**config.mk**
```make
export PLATFORM = sky130hd
export DESIGN_NAME = glyph_atlas_shelf_packer_unit
export DESIGN_NICKNAME = d
export VERILOG_FILES = /design/src/gasp_pkg.sv /design/src/glyph_atlas_shelf_packer_unit.sv /design/src/gasp_cfg.sv /design/src/gasp_dp.sv /design/src/gasp_ctrl.sv
export SDC_FILE = /design/constraint.sdc
export NUM_CORES = 1
export LEC_CHECK = 0
export BUFFER_PORTS_ARGS = -buffer_cell sky130_fd_sc_hd__buf_2
export CAP_MARGIN = 20
export CELL_PAD_IN_SITES_DETAIL_PLACEMENT = 1
export CELL_PAD_IN_SITES_GLOBAL_PLACEMENT = 1
export CORE_MARGIN = 8
export CORE_UTILIZATION = 44
export CTS_CLUSTER_DIAMETER = 80
export DETAILED_ROUTE_END_ITERATION = 8
export PLACE_DENSITY_LB_ADDON = 0.08
export SLEW_MARGIN = 15
export SYNTH_ARGS = -nofsm -noshare
export SYNTH_HDL_FRONTEND = slang
export SYNTH_SLANG_ARGS = --single-unit
```
**constraint.sdc**
```tcl
create_clock -name clk -period 8.8 [get_ports clk]
set_input_delay 0 -clock clk [delete_from_list [all_inputs] [get_ports clk]]
set_output_delay 0 -clock clk [all_outputs]
set_load 0.1 [all_outputs]
```
**src/gasp_pkg.sv**
```systemverilog
// Package for the glyph atlas shelf packer: widths, status codes, register indexes,
// states and the command, status and configuration structs. No dependencies.
package gasp_pkg;

	localparam int COORD_BITS = 16;
	localparam int CAP_INT    = (COORD_BITS >= 16) ? 65536 : (1 << COORD_BITS);

	localparam int GLYPH_W = 12;
	localparam int CELL_W  = 13;
	localparam int POS_W   = 16;
	localparam int DIM_W   = 17;
	localparam int NEED_W  = DIM_W + 1;
	localparam int GROW_W  = DIM_W + 2;
	localparam int SHELF_W = 16;
	localparam int CFG_IDX_W = 3;
	localparam int IN_DATA_W  = 24;
	localparam int OUT_DATA_W = 96;

	localparam logic [DIM_W-1:0] CAP = DIM_W'(CAP_INT);
	localparam logic [DIM_W-1:0] Y_SAT = {DIM_W{1'b1}};

	localparam logic [1:0] STAT_PLACED = 2'd0;
	localparam logic [1:0] STAT_SKIP   = 2'd1;
	localparam logic [1:0] STAT_NOROOM = 2'd2;

	localparam logic [CFG_IDX_W-1:0] REG_MARGIN  = 3'd0;
	localparam logic [CFG_IDX_W-1:0] REG_PADDING = 3'd1;
	localparam logic [CFG_IDX_W-1:0] REG_MAX_W   = 3'd2;
	localparam logic [CFG_IDX_W-1:0] REG_MAX_H   = 3'd3;
	localparam logic [CFG_IDX_W-1:0] REG_INIT_W  = 3'd4;
	localparam logic [CFG_IDX_W-1:0] REG_INIT_H  = 3'd5;
	localparam logic [CFG_IDX_W-1:0] REG_MONO    = 3'd6;

	typedef enum logic [2:0] {
		ST_IDLE,
		ST_PREP,
		ST_ACROSS,
		ST_WGROW,
		ST_DOWN,
		ST_HGROW,
		ST_DONE
	} state_t;

	typedef struct packed {
		logic [3:0]       margin;
		logic [3:0]       padding;
		logic [DIM_W-1:0] max_w;
		logic [DIM_W-1:0] max_h;
		logic [DIM_W-1:0] init_w;
		logic [DIM_W-1:0] init_h;
		logic             mono;
	} cfg_t;

	typedef struct packed {
		logic load;
		logic prep;
		logic across;
		logic wstep;
		logic down;
		logic hstep;
		logic emit;
	} cmd_t;

	typedef struct packed {
		logic skip;
		logic over_w;
		logic over_h;
		logic n_short;
		logic out_free;
	} stat_t;

endpackage

```
**src/glyph_atlas_shelf_packer_unit.sv**
```systemverilog
// Top level of the glyph atlas shelf packer: configuration registers,
// controller and datapath. Depends on gasp_pkg, gasp_cfg, gasp_ctrl, gasp_dp.
//
//   Channel   Direction  Signals                          Payload
//   s_axis    in         s_axis_tvalid/tready/tdata[23:0]  glyph size
//   m_axis    out        m_axis_tvalid/tready/tdata[95:0]  placement result
//   cfg       in         cfg_wr_en, cfg_addr, cfg_wdata    register write
//
// With no growth a glyph passes from its transfer through sizing, width check, height
// check and result load (PREP, ACROSS, DOWN, DONE); the next transfer is taken only
// once that result is loaded. A zero-size glyph skips both checks. Each doubling of the
// atlas width or height is one step in the shared doubling register (WGROW or HGROW).
// A waiting result holds back the next result load and, with it, the next transfer.
// Reset clears the packing state and the atlas; no clearing pass is needed.
module glyph_atlas_shelf_packer_unit (
	input  logic                            clk,
	input  logic                            arst_n,
	input  logic                            s_axis_tvalid,
	output logic                            s_axis_tready,
	// width[11:0], height[23:12]
	input  logic [gasp_pkg::IN_DATA_W-1:0]  s_axis_tdata,
	output logic                            m_axis_tvalid,
	input  logic                            m_axis_tready,
	// status[1:0], cell_x[17:2], cell_y[33:18], cell_width[46:34],
	// cell_height[59:47], texture_width[76:60], texture_height[93:77],
	// resized[94], zero[95]
	output logic [gasp_pkg::OUT_DATA_W-1:0] m_axis_tdata,
	input  logic                            cfg_wr_en,
	input  logic [gasp_pkg::CFG_IDX_W-1:0]  cfg_addr,
	input  logic [gasp_pkg::DIM_W-1:0]      cfg_wdata
);
	import gasp_pkg::*;

	cfg_t  cfg;
	cmd_t  cmd;
	stat_t stat;

	gasp_cfg u_cfg (
		.clk       (clk),
		.arst_n    (arst_n),
		.cfg_wr_en (cfg_wr_en),
		.cfg_addr  (cfg_addr),
		.cfg_wdata (cfg_wdata),
		.cfg       (cfg)
	);

	gasp_ctrl u_ctrl (
		.clk      (clk),
		.arst_n   (arst_n),
		.in_valid (s_axis_tvalid),
		.in_ready (s_axis_tready),
		.stat     (stat),
		.cmd      (cmd)
	);

	gasp_dp u_dp (
		.clk       (clk),
		.arst_n    (arst_n),
		.cfg       (cfg),
		.cmd       (cmd),
		.stat      (stat),
		.in_data   (s_axis_tdata),
		.out_valid (m_axis_tvalid),
		.out_ready (m_axis_tready),
		.out_data  (m_axis_tdata)
	);

endmodule

```
**src/gasp_cfg.sv**
```systemverilog
// Configuration register file of the glyph atlas shelf packer.
// Depends on gasp_pkg for the register indexes and the cfg_t struct.
module gasp_cfg (
	input  logic                           clk,
	input  logic                           arst_n,
	input  logic                           cfg_wr_en,
	input  logic [gasp_pkg::CFG_IDX_W-1:0] cfg_addr,
	input  logic [gasp_pkg::DIM_W-1:0]     cfg_wdata,
	output gasp_pkg::cfg_t                 cfg
);
	import gasp_pkg::*;

	cfg_t cfg_q;

	always_ff @(posedge clk or negedge arst_n) begin
		if (!arst_n) begin
			cfg_q.margin  <= 4'd0;
			cfg_q.padding <= 4'd0;
			cfg_q.max_w   <= DIM_W'(2048);
			cfg_q.max_h   <= '0;
			cfg_q.init_w  <= DIM_W'(256);
			cfg_q.init_h  <= DIM_W'(32);
			cfg_q.mono    <= 1'b0;
		end else if (cfg_wr_en) begin
			unique case (cfg_addr)
				REG_MARGIN:  cfg_q.margin  <= cfg_wdata[3:0];
				REG_PADDING: cfg_q.padding <= cfg_wdata[3:0];
				REG_MAX_W:   cfg_q.max_w   <= cfg_wdata;
				REG_MAX_H:   cfg_q.max_h   <= cfg_wdata;
				REG_INIT_W:  cfg_q.init_w  <= cfg_wdata;
				REG_INIT_H:  cfg_q.init_h  <= cfg_wdata;
				REG_MONO:    cfg_q.mono    <= cfg_wdata[0];
				default: ;
			endcase
		end
	end

	assign cfg = cfg_q;

endmodule

```
**src/gasp_dp.sv**
```systemverilog
// Datapath of the glyph atlas shelf packer: cell sizing, packing state,
// the shared doubling unit for atlas growth and the output register.
// Depends on gasp_pkg; driven by gasp_ctrl through cmd_t and stat_t.
module gasp_dp (
	input  logic                            clk,
	input  logic                            arst_n,
	input  gasp_pkg::cfg_t                  cfg,
	input  gasp_pkg::cmd_t                  cmd,
	output gasp_pkg::stat_t                 stat,
	input  logic [gasp_pkg::IN_DATA_W-1:0]  in_data,
	output logic                            out_valid,
	input  logic                            out_ready,
	output logic [gasp_pkg::OUT_DATA_W-1:0] out_data
);
	import gasp_pkg::*;

	logic [GLYPH_W-1:0] gw_q, gh_q;
	logic [CELL_W-1:0]  cw_q, ch_q;
	logic [1:0]         status_q;
	logic               resized_q;
	logic [NEED_W-1:0]  need_q;
	logic [GROW_W-1:0]  n_q;

	logic [DIM_W-1:0]   cursor_x_q, cursor_y_q, aw_q, ah_q;
	logic [SHELF_W-1:0] shelf_q;
	logic               started_q;
	logic               out_valid_q;
	logic [OUT_DATA_W-1:0] out_data_q;

	logic [4:0]         m2, pad2;
	logic [CELL_W-1:0]  cw_raw, cw_new, ch_new;
	logic [SHELF_W-1:0] shelf_new, shelf_ch;
	logic               skip;
	logic [NEED_W-1:0]  need_w, need_h, y_sum;
	logic [GROW_W-1:0]  first_w, first_h;
	logic               n_short, w_ok, h_fail;
	logic               coord_sat, placed;
	logic [1:0]         final_status;
	logic [DIM_W-1:0]   seed_w, seed_h;
	logic [POS_W-1:0]   cx_out, cy_out;
	logic [CELL_W-1:0]  cw_out, ch_out;

	always_comb begin
		m2        = {cfg.margin, 1'b0};
		pad2      = {cfg.padding, 1'b0};
		skip      = (gw_q == '0) || (gh_q == '0);
		cw_raw    = CELL_W'(gw_q) + CELL_W'(m2) + CELL_W'(4);
		cw_new    = cfg.mono ? ((cw_raw + CELL_W'(7)) & ~CELL_W'(7)) : cw_raw;
		ch_new    = CELL_W'(gh_q) + CELL_W'(m2) + CELL_W'(4);
		shelf_new = SHELF_W'(ch_new) + SHELF_W'(m2);
		shelf_ch  = SHELF_W'(ch_q) + SHELF_W'(m2);
		seed_w    = (cfg.init_w == '0) ? DIM_W'(1) : ((cfg.init_w > CAP) ? CAP : cfg.init_w);
		seed_h    = (cfg.init_h == '0) ? DIM_W'(1) : ((cfg.init_h > CAP) ? CAP : cfg.init_h);
		need_w    = NEED_W'(cursor_x_q) + NEED_W'(cw_q);
		need_h    = NEED_W'(cursor_y_q) + NEED_W'(ch_q);
		y_sum     = NEED_W'(cursor_y_q) + NEED_W'(shelf_q) + NEED_W'(pad2);
		first_w   = (aw_q == '0) ? GROW_W'(1) : {1'b0, aw_q, 1'b0};
		first_h   = (ah_q == '0) ? GROW_W'(1) : {1'b0, ah_q, 1'b0};
		n_short   = n_q < GROW_W'(need_q);
		w_ok      = (n_q <= GROW_W'(cfg.max_w)) && (n_q <= GROW_W'(CAP));
		h_fail    = ((cfg.max_h != '0) && (n_q > GROW_W'(cfg.max_h))) ||
		            (n_q > GROW_W'(CAP));
		coord_sat = (cursor_x_q >= CAP) || (cursor_y_q >= CAP);
		final_status = ((status_q == STAT_PLACED) && coord_sat) ? STAT_NOROOM : status_q;
		placed    = final_status == STAT_PLACED;
		cx_out    = placed ? cursor_x_q[POS_W-1:0] : '0;
		cy_out    = placed ? cursor_y_q[POS_W-1:0] : '0;
		cw_out    = (status_q == STAT_SKIP) ? '0 : cw_q;
		ch_out    = (status_q == STAT_SKIP) ? '0 : ch_q;
	end

	always_ff @(posedge clk) begin
		if (cmd.load) begin
			gw_q <= in_data[GLYPH_W-1:0];
			gh_q <= in_data[2*GLYPH_W-1:GLYPH_W];
		end
		if (cmd.prep) begin
			cw_q      <= cw_new;
			ch_q      <= ch_new;
			status_q  <= skip ? STAT_SKIP : STAT_PLACED;
			resized_q <= 1'b0;
		end
		if (cmd.across) begin
			need_q <= need_w;
			n_q    <= first_w;
		end
		if (cmd.down) begin
			need_q <= need_h;
			n_q    <= first_h;
		end
		if ((cmd.wstep || cmd.hstep) && n_short) begin
			n_q <= {n_q[GROW_W-2:0], 1'b0};
		end
		if (cmd.wstep && !n_short && w_ok) begin
			resized_q <= 1'b1;
		end
		if (cmd.hstep && !n_short) begin
			if (h_fail) begin
				status_q <= STAT_NOROOM;
			end else begin
				resized_q <= 1'b1;
			end
		end
		if (cmd.emit) begin
			out_data_q <= {1'b0, resized_q, ah_q, aw_q, ch_out, cw_out, cy_out, cx_out,
			               final_status};
		end
	end

	always_ff @(posedge clk or negedge arst_n) begin
		if (!arst_n) begin
			cursor_x_q  <= '0;
			cursor_y_q  <= '0;
			shelf_q     <= '0;
			aw_q        <= '0;
			ah_q        <= '0;
			started_q   <= 1'b0;
			out_valid_q <= 1'b0;
		end else begin
			if (cmd.prep && !skip) begin
				if (!started_q) begin
					aw_q      <= seed_w;
					ah_q      <= seed_h;
					started_q <= 1'b1;
				end
				if (shelf_new > shelf_q) begin
					shelf_q <= shelf_new;
				end
			end
			if (cmd.wstep && !n_short) begin
				if (w_ok) begin
					aw_q <= n_q[DIM_W-1:0];
				end else begin
					cursor_x_q <= '0;
					cursor_y_q <= y_sum[NEED_W-1] ? Y_SAT : y_sum[DIM_W-1:0];
					shelf_q    <= shelf_ch;
				end
			end
			if (cmd.hstep && !n_short && !h_fail) begin
				ah_q <= n_q[DIM_W-1:0];
			end
			if (cmd.emit && placed) begin
				cursor_x_q <= cursor_x_q + DIM_W'(cw_q) + DIM_W'(pad2);
			end
			if (cmd.emit) begin
				out_valid_q <= 1'b1;
			end else if (out_ready) begin
				out_valid_q <= 1'b0;
			end
		end
	end

	assign stat.skip     = skip;
	assign stat.over_w   = need_w > NEED_W'(aw_q);
	assign stat.over_h   = need_h > NEED_W'(ah_q);
	assign stat.n_short  = n_short;
	assign stat.out_free = !out_valid_q || out_ready;
	assign out_valid     = out_valid_q;
	assign out_data      = out_data_q;

endmodule

```
**src/gasp_ctrl.sv**
```systemverilog
// Controller state machine of the glyph atlas shelf packer.
// Depends on gasp_pkg; sequences gasp_dp through cmd_t and reads stat_t.
module gasp_ctrl (
	input  logic            clk,
	input  logic            arst_n,
	input  logic            in_valid,
	output logic            in_ready,
	input  gasp_pkg::stat_t stat,
	output gasp_pkg::cmd_t  cmd
);
	import gasp_pkg::*;

	state_t state_q, state_d;

	always_ff @(posedge clk or negedge arst_n) begin
		if (!arst_n) begin
			state_q <= ST_IDLE;
		end else begin
			state_q <= state_d;
		end
	end

	always_comb begin
		state_d  = state_q;
		cmd      = '0;
		in_ready = 1'b0;
		unique case (state_q)
			ST_IDLE: begin
				in_ready = 1'b1;
				if (in_valid) begin
					cmd.load = 1'b1;
					state_d  = ST_PREP;
				end
			end
			ST_PREP: begin
				cmd.prep = 1'b1;
				state_d  = stat.skip ? ST_DONE : ST_ACROSS;
			end
			ST_ACROSS: begin
				if (stat.over_w) begin
					cmd.across = 1'b1;
					state_d    = ST_WGROW;
				end else begin
					state_d = ST_DOWN;
				end
			end
			ST_WGROW: begin
				cmd.wstep = 1'b1;
				if (!stat.n_short) begin
					state_d = ST_DOWN;
				end
			end
			ST_DOWN: begin
				if (stat.over_h) begin
					cmd.down = 1'b1;
					state_d  = ST_HGROW;
				end else begin
					state_d = ST_DONE;
				end
			end
			ST_HGROW: begin
				cmd.hstep = 1'b1;
				if (!stat.n_short) begin
					state_d = ST_DONE;
				end
			end
			ST_DONE: begin
				if (stat.out_free) begin
					cmd.emit = 1'b1;
					state_d  = ST_IDLE;
				end
			end
			default: state_d = ST_IDLE;
		endcase
	end

endmodule

```
Word-level counts from Yosys, hierarchy flattened
Index checks and enable logic that the tools add are counted.
- bits in registers: 351
- output and inout port bits: 98
- $add $sub $neg: 13
- $lt $le $gt $ge: 12
- equality and inequality tests: 19
- multiplexer cells: 58
- bitwise gates (word level): 1
- reduce and logical (&&, ||, !) cells: 46
- operators by type and width (operator ; number):
    $mux W17 ; 15
    $mux W18 ; 4
    $logic_not A17 Y1 ; 4
    $mux W16 ; 4
    $mux W19 ; 3
    $add A13 B3 Y13 const B ; 3
    $add A17 B13 Y18 ; 2
    $gt A18 B17 Y1 ; 2
    $ge A17 B17 Y1 const B ; 2
    $gt A17 B17 Y1 const B ; 2
    $add A13 B5 Y14 ; 2
    $add A12 B5 Y13 ; 2
    $logic_not A12 Y1 ; 2
    $pmux W3 S7 ; 1
    $reduce_and A2 Y1 ; 10
    $gt A19 B17 Y1 ; 1
    $gt A19 B17 Y1 const B ; 1
    $le A19 B17 Y1 ; 1
    $le A19 B17 Y1 const B ; 1
    $lt A19 B18 Y1 ; 1
    $mux W1 ; 19
    $add A17 B16 Y18 ; 1
    $add A18 B5 Y18 ; 1
    $eq A3 B3 Y1 const B ; 6
    other kinds (20) ; 59

Longest topological paths before layout
Gate-level depths: netlist (run 1).
- depth after elaboration: 8
- gate-level depth with buffers: 24
- gate-level depth less buffers: 23

Modules after synthesis
From an unflattened synthesis (run 1), not the netlist that was laid out.
- cell total of the unflattened synthesis: 1806
- area total of the unflattened synthesis: 20498.4 µm²
- modules (own cells, without submodules) (module ; times used ; cells an instance ; area each (µm²)):
    gasp_dp ; 1 ; 1602 ; 17267.8
    gasp_cfg ; 1 ; 167 ; 2936.6
    gasp_ctrl ; 1 ; 37 ; 294.0

Worst setup path after synthesis (run 1)
OpenSTA, ideal clock, no wires.
- kind: register to register
- from: register u_dp.out_valid_q (netlist: u_dp.out_valid)
- to: register u_dp.cursor_x_q[3]
- data arrival time: 9.602 ns
- data required time: 8.667 ns
- setup slack: -0.935 ns
- cell stages (with the launch flop): 7
- buffers on the path: 1
- period minus slack after synthesis: 9.735 ns
- cell sequence: dfrtp_1 > nand2b_1 > nor3b_1 > nand2_1 > clkbuf_1 > nand3_1 > o21ai_0
- RTL lines (what ; RTL line ; RTL):
    start: declaration ; gasp_dp.sv:27 ; logic out_valid_q;
    start signal: assignment ; gasp_dp.sv:118 ; out_valid_q <= 1'b0;
    start signal: assignment ; gasp_dp.sv:146 ; out_valid_q <= 1'b1;
    start signal: assignment ; gasp_dp.sv:148 ; out_valid_q <= 1'b0;
    end signal: assignment ; gasp_dp.sv:143 ; cursor_x_q <= cursor_x_q + DIM_W'(cw_q) + DIM_W'(pad2);
    end: declaration ; gasp_dp.sv:24 ; logic [DIM_W-1:0] cursor_x_q, cursor_y_q, aw_q, ah_q;

Final worst setup path (run 1)
- from: register u_dp.cursor_y_q[0]
- to: register u_dp.n_q[15], enable pin
- word-level cells in the longest chain between the ends: 5
- RTL lines (what ; RTL line ; RTL):
    start: declaration ; gasp_dp.sv:24 ;
    start signal: assignment ; gasp_dp.sv:135 ; cursor_y_q <= y_sum[NEED_W-1] ? Y_SAT : y_sum[DIM_W-1:0];
    $add A17 B13 Y18 ; gasp_dp.sv:55 ; need_h = NEED_W'(cursor_y_q) + NEED_W'(ch_q);
    $gt A18 B17 Y1 ; gasp_dp.sv:155 ; assign stat.over_h = need_h > NEED_W'(ah_q);
    $mux W1 ; gasp_ctrl.sv:54 ; if (stat.over_h) begin
    $mux W1 ; gasp_ctrl.sv:27 ; unique case (state_q)
    $reduce_bool A3 Y1 (no source line) ; n/a ;
    end signal: assignment ; gasp_dp.sv:85 ; n_q <= first_w;
    end signal: assignment ; gasp_dp.sv:89 ; n_q <= first_h;
    end signal: assignment ; gasp_dp.sv:92 ; n_q <= {n_q[GROW_W-2:0], 1'b0};
    end: declaration ; gasp_dp.sv:22 ; logic [GROW_W-1:0] n_q;
Every way passes these cells.
A chain may end at the register's enable or synchronous reset.

==> impl_metrics.env, run 1 <==
export IMPL_status="completed"
export IMPL_grt_pass1_vias=16810
export IMPL_place_ws_ns=2.664
export IMPL_fin_nets=2334
export IMPL_slew_violations=0
export IMPL_synth_xor_area_share_pct=3.927
export IMPL_die_h_um=231.9
export IMPL_core_area_um2=46260
export IMPL_io_pins=147
export IMPL_ys_flop_type="edfxtp_1"
export IMPL_min_period_ns=6.196
export IMPL_antenna_found_initial=2
export IMPL_required_ns=8.86
export IMPL_drtPass1Iterations=6
export IMPL_ir_drop_v=0.0002331
export IMPL_ant_nets=0
export IMPL_vias=15620
export IMPL_tightest_slew_ns=0.9998
export IMPL_grt_first_pass_wirelength_um=101600
export IMPL_setup_tns_ns=0
export IMPL_clock_sinks=351
export IMPL_rows=79
export IMPL_wl_um=66990
export IMPL_cp_max_fo=21
export IMPL_cts_root_buffer="clkbuf_16"
export IMPL_synthArstFlopShare_pct=47.29
export IMPL_routed_via_density=5.760
export IMPL_worstSkewPairLatency_ns=0.57
export IMPL_port_buffer_count=145
export IMPL_drv_cap=0
export IMPL_synth_distinct_cells=77
export IMPL_yosysTopAreaCell="edfxtp_1"
export IMPL_yosysWarningCount=0
export IMPL_min_path_type="in2async"
export IMPL_dpl_instance_area_um2=21920
export IMPL_start_util_pct=44.35
export IMPL_synth_commonest_cells="190 x ha_1, 183 x inv_1, 181 x edfxtp_1, 163 x dfrtp_1, 109 x nand2_1"
export IMPL_cts_max_level=2
export IMPL_final_setup_viol_count=0
export IMPL_grt_overflow=0
export IMPL_synthMuxAreaShare_pct=5.842
export IMPL_worstPathArrival_ns=6.25
export IMPL_synth_top_area_share_pct=26.49
export IMPL_avgRoutedWirePerCell_um=24.70
export IMPL_die_area_um2=53800
export IMPL_cp_end_kind="register"
export IMPL_leakagePower_nw=10.27
export IMPL_yosysSeqAreaShare_pct=47.15
export IMPL_yosys_area_share_simple_pct=11.46
export IMPL_drt_iter0_drc=935
export IMPL_rsz0062_at_grt="false"
export IMPL_diodes=0
export IMPL_fmax_ghz=0.1614
export IMPL_fin_area_um2=23840
export IMPL_clockBufferDepth=3
export IMPL_fillers=4979
export IMPL_fin_ws_ns=2.604
export IMPL_synth_edff_count=181
export IMPL_dp_hpwl_um=49870
export IMPL_drc=0
export IMPL_yosysMostFrequentCell="ha_1"
export IMPL_fin_crit_sh_pct=70.41
export IMPL_gp_congestion=0.8894
export IMPL_die_w_um=231.9
export IMPL_pwr_density_cell_nw_per_um2=434.6
export IMPL_cts_tree="done"
export IMPL_synth_avg_cell_area_um2=10.97
export IMPL_ctsResizeCount=0
export IMPL_clkTransAtPathRegs_ns=0.06
export IMPL_grt_max_degree=72
export IMPL_yosys_top_cells_area="edfxtp_1 26%, dfrtp_1 20%, ha_1 12%"
export IMPL_cts_buffers=42
export IMPL_relSlewSlack_pct=33.35
export IMPL_area_growth_pct=16.17
export IMPL_synth_top_family_by_area="adder cells"
export IMPL_ys_seq_elements=351
export IMPL_crit_path_start_kind="register"
export IMPL_path_class="reg2reg"
export IMPL_synth_compound_area_share_pct=13.16
export IMPL_synthAdderAreaFrac_pct=13.88
export IMPL_syn_area_um2=20520
export IMPL_hold_viol_final=0
export IMPL_synthCells=1871
export IMPL_fin_skew_ns=0.01978
export IMPL_fin_hold_ws_ns=0.006959
export IMPL_grt_usage_pct=24.89
export IMPL_drive_gt1_share_pct=16.01
-- cell families (layout without fill, tap and decap cells) --
family	count (synthesis)	in the layout
DFF	351	351
AOI/OAI and AO/OA	412	412
muxes	108	108
and+or+nand+nor	456	456
buffers and inverters	237	470
adders and majority gates	214	214
xor gates and xnor gates	92	92
other	1	2
-- worst paths after layout --
check / start / end / slack (ns) / cells past startpoint
max: u_dp.cursor_y_q[0]$_DFFE_PN0P_ / u_dp.n_q[15]$_DFFE_PP_ / 2.60 / 19
min: arst_n / u_dp.aw_q[12]$_DFF_PN0_ / 0.007 / 2
max reg2reg: u_dp.cursor_y_q[0]$_DFFE_PN0P_ / u_dp.n_q[15]$_DFFE_PP_ / 2.60 / 19
min reg2reg: u_dp.resized_q$_DFF_P_ / u_dp.out_data[94]$_DFFE_PP_ / 0.46 / 0
max in group asynchronous: arst_n / u_cfg.cfg[41]$_DFFE_PN0P_ / 6.75 / 4
min in group clk: s_axis_tdata[12] / u_dp.gh_q[0]$_DFFE_PP_ / 0.14 / 2
-- where the power goes --
group | switching, mW | internal (mW)
Combinational | 3.45 | 1.96
Sequential | 0.698 | 2.43
Clock | 0.723 | 1.09
Total | 4.87 | 5.48
-- critical path, stage by stage, from the launching register on --
cell and delay (ns):
dfrtp_1 0.41, ha_1 0.25, inv_1 0.08, fa_1 0.22
nor2b_1 0.08, o31ai_1 0.32, a21oi_1 0.15, o31ai_1 0.38
a211oi_1 0.17, o21ai_0 0.23, xnor2_1 0.13, ha_1 0.22
a2111oi_0 0.37, o21ai_0 0.17, o21a_1 0.15, a2111oi_0 0.43
nor2_1 0.19, o21ai_4 0.55, buf_4 0.44, nand3_1 0.74
-- per-layer routing --
metal | vias up | routed length [µm] | GRT usage, %
met5 | - | 13 | 0
met4 | 2 | 2431 | 8.656
met3 | 132 | 3713 | 4.569
met2 | 388 | 32100 | 41.61
met1 | 7929 | 28730 | 32.16
li1 | 7169 | - | -
-- through the flow --
| step | std cells | util, % | power (mW) |
|---|---|---|---|
| floorplan | 1872 | - | 6.856 |
| global placement | 2586 | 47.39 | 8.317 |
| detailed placement | 2586 | 47.39 | 8.499 |
| CTS | 2711 | 51.50 | 10.39 |
| global route | 2712 | 51.53 | 11.04 |
| finish | 2712 | 51.53 | 10.36 |
-- registers in the layout (all words and copies together), names as in the netlist, 13 cells and up --
signal / cells
u_cfg.cfg: 77
u_dp.ah_q: 17
u_dp.aw_q: 17
u_dp.ch_q: 13
u_dp.cursor_x_q: 17
u_dp.cursor_y_q: 17
u_dp.cw_q: 13
u_dp.n_q: 19
u_dp.need_q: 18
u_dp.out_data: 95
u_dp.shelf_q: 16
-- area by class of cell --
cell class,instances,area [µm²],area share (%)
sequential,351,9673,40.58
timing repair buffer,210,1344,5.638
multi-input combinational,1284,9951,41.75
inverter,183,686.9,2.882
tap,607,759.5,3.186
clock inverter,20,232.7,0.9764
clock buffer,57,1189,4.987
-- timing repair --
item / CTS / global route
buffers inserted: 0 / 0
hold endpoints to repair: 153 / 0
hold buffers: 48 / 0
-- placed cells by master (no fill, tap or decap), types with 23 or more instances in the layout --
master	netlist	final
ha_1	190	190
inv_1	183	183
edfxtp_1	181	181
dfrtp_1	163	163
buf_2	10	144
nand2_1	109	109
o21ai_0	106	106
a21oi_1	101	101
nor2_1	91	91
mux2_2	82	82
and2_1	65	65
xnor2_1	62	62
dlygate4sd3_1	0	48
clkbuf_16	0	43
a21o_1	37	37
nand3_1	32	32
nor4_1	33	32
xor2_1	30	30
nand4_1	24	24
nor3_1	25	24
mux2i_1	23	23
fa_1	23	23
Note: power is estimated with default switching activity, not from simulation.
==> run 2, diff against run 1 <==
--- a/config.mk
+++ b/config.mk
@@ -10,7 +10,7 @@
 export CELL_PAD_IN_SITES_DETAIL_PLACEMENT = 1
 export CELL_PAD_IN_SITES_GLOBAL_PLACEMENT = 1
 export CORE_MARGIN = 8
-export CORE_UTILIZATION = 44
+export CORE_UTILIZATION = 45
 export CTS_CLUSTER_DIAMETER = 80
 export DETAILED_ROUTE_END_ITERATION = 8
 export PLACE_DENSITY_LB_ADDON = 0.08
==> constraint.sdc (replaced) <==
create_clock -name clk -period 6 [get_ports clk]
set_input_delay 0 -clock clk [delete_from_list [all_inputs] [get_ports clk]]
set_output_delay 0 -clock clk [all_outputs]
set_load 0.1 [all_outputs]
==> run 2 against run 1 <==
Hold slack lost 0.031 ns. Combinational power up 47%. Via count is 0.55% lower. Final cell count is 0.22% lower. Critical path depth is 2 higher. Sequential share of layout area grew 0.26 points. Clock skew decreased by 0.0041 ns. Clock-buffer cell count rose by 3. The run now ends with hold timing left. Sequential power up 46%. Register-to-register slack worse by 2.0 ns. Critical path type unchanged. Global-route usage down 0.30 points. Die area down 2.1%. Highest routed layer is now met4.
==> impl_metrics.env, run 2 (same netlist as run 1, synthesis figures left out) <==
export IMPL_drive_gt1_share_pct=15.72
export IMPL_drc=0
export IMPL_power_mw=14.93
export IMPL_relSlewSlack_pct=27.24
export IMPL_cts_tree="done"
export IMPL_port_buffer_count=145
export IMPL_rows=78
export IMPL_ctsHoldBuffers=47
export IMPL_min_path_type="in2async"
export IMPL_grt_first_pass_wirelength_um=99600
export IMPL_layout_commonest_cell="ha_1"
export IMPL_die_area_um2=52680
export IMPL_core_area_um2=45190
export IMPL_die_w_um=229.5
export IMPL_pwr_density_cell_nw_per_um2=630.5
export IMPL_worstSkewPairLatency_ns=0.57
export IMPL_cts_root_buffer="clkbuf_16"
export IMPL_gp_congestion=0.8876
export IMPL_postCtsSetupRepairBufs=0
export IMPL_violations="hold timing"
export IMPL_dpl_instance_area_um2=21950
export IMPL_status="finished with violations"
export IMPL_most_common_layout_cells="190 x ha_1, 183 x inv_1, 181 x edfxtp_1"
export IMPL_ir_drop_v=0.0003037
export IMPL_drtPass1Iterations=5
export IMPL_grt_overflow=0
export IMPL_antenna_found_initial=1
export IMPL_final_setup_viol_count=0
export IMPL_fin_skew_ns=0.01569
export IMPL_fin_area_um2=23690
export IMPL_diodes=0
export IMPL_switchingPower_mw=7.109
export IMPL_setup_tns_ns=0
export IMPL_ctsResizeCount=0
export IMPL_drv_cap=0
export IMPL_routed_via_density=5.741
export IMPL_fin_nets=2337
export IMPL_grt_max_degree=66
export IMPL_clock_sinks=351
export IMPL_p_int_mw=7.825
export IMPL_clockBufferDepth=3
export IMPL_p_clk_share_pct=16.0
export IMPL_grt_pass1_vias=16430
export IMPL_avgRoutedWirePerCell_um=24.19
export IMPL_rsz0062_at_grt="false"
export IMPL_clkTransAtPathRegs_ns=0.06
export IMPL_slew_violations=0
export IMPL_min_period_ns=5.416
export IMPL_cts_buffers=41
export IMPL_cp_end_kind="register"
export IMPL_p_sw_share_pct=47.60
export IMPL_drt_iter0_drc=950
export IMPL_vias=15530
export IMPL_worstPathArrival_ns=5.72
export IMPL_crit_path_start="u_dp.cursor_y_q[0]$_DFFE_PN0P_"
export IMPL_fin_crit_sh_pct=90.26
export IMPL_cp_max_fo=21
export IMPL_area_growth_pct=15.44
export IMPL_cts_max_level=2
export IMPL_start_util_pct=45.41
export IMPL_leakagePower_nw=10.20
export IMPL_grt_usage_pct=24.59
export IMPL_ant_nets=0
export IMPL_crit_path_start_kind="register"
export IMPL_fmax_ghz=0.1846
export IMPL_dp_hpwl_um=49110
export IMPL_required_ns=6.31
export IMPL_hold_viol_final=15
export IMPL_pwr_share_comb_pct=53.4
export IMPL_io_pins=147
export IMPL_wl_um=65470
export IMPL_die_h_um=229.5
export IMPL_tightest_slew_ns=1.086
export IMPL_share_seq_of_total_power_pct=30.6
export IMPL_r2r_start="u_dp.cursor_y_q[0]$_DFFE_PN0P_"
export IMPL_fin_hold_ws_ns=-0.02428
export IMPL_path_class="reg2reg"
export IMPL_largest_reg_flops=95
==> run 2: cell count changes in the layout (fill, tap and decap cells not counted), moves of 2 or more <==
cell       before  now
clkinv_2        8    6
clkbuf_8        6    1
clkbuf_1        8   16
bufinv_16       5    1
buf_4          16   21
==> run 2: final timing paths <==
check	cells after the start	end	slack [ns]
max	21	u_dp.n_q[12]$_DFFE_PP_	0.58
min	2	u_dp.aw_q[10]$_DFF_PN0_	-0.02
max reg2reg	21	u_dp.n_q[12]$_DFFE_PP_	0.58
min reg2reg	0	u_dp.out_data[94]$_DFFE_PP_	0.43
max in group asynchronous	3	u_dp.shelf_q[5]$_DFF_PN0_	4.75
min in group clk	3	u_dp.out_valid$_DFFE_PN0P_	0.11
==> run 2: layout make-up <==
cell class / count / area (µm²)
well taps: 600 / 750.7
clock buffers: 60 / 1150
fillers: 4895 / 21500
flip-flops and latches: 351 / 9673
multi-input cells: 1284 / 9951
inverters: 183 / 686.9
clock inverters: 14 / 98.84
repair buffers: 214 / 1375
==> run 2: power by group through the flow <==
stage          clock, mW  combinational (mW)  sequential (mW)
5_1_grt             2.52                8.75             4.64
4_1_cts             2.43                7.97             4.55
6_report            2.39                7.97             4.58
2_1_floorplan          0                4.89             5.17
3_5_place_dp           0                7.89             4.59
3_3_place_gp           0                7.58             4.57
==> run 2: worst max-delay path, stage by stage, from the launching register on <==
cell and delay [ns]:
dfrtp_1 0.41, ha_1 0.23, inv_1 0.08, fa_1 0.21, nor2b_1 0.07, o31ai_1 0.39
a21oi_1 0.16, o31ai_1 0.38, a211oi_1 0.17, o21ai_0 0.23, xnor2_1 0.17, ha_1 0.23
a2111oi_0 0.30, o21ai_0 0.14, o21a_1 0.14, a2111oi_0 0.42, nor2_1 0.19, o21ai_4 0.17
buf_4 0.27, buf_4 0.40, nand3_1 0.14, buf_4 0.24
==> run 2: routing by layer <==
metal / up-vias / part of all wire [%] / track usage, %
met4: 0 / 2.9 / 7.173
met5: - / 0 / 0
met3: 120 / 5.2 / 4.635
li1: 7162 / - / -
met2: 347 / 48 / 41.04
met1: 7905 / 44 / 32.25
==> run 2: stage by stage <==
step / setup WS (ns) / utilization [%] / instances
3_3_place_gp: 0.9144 / 48.58 / 2584
6_report: 0.5842 / 52.42 / 2706
2_1_floorplan: 0.02095 / - / 1872
3_5_place_dp: 0.6577 / 48.58 / 2584
4_1_cts: 0.6270 / 52.38 / 2705
5_1_grt: 0.1185 / 52.42 / 2706
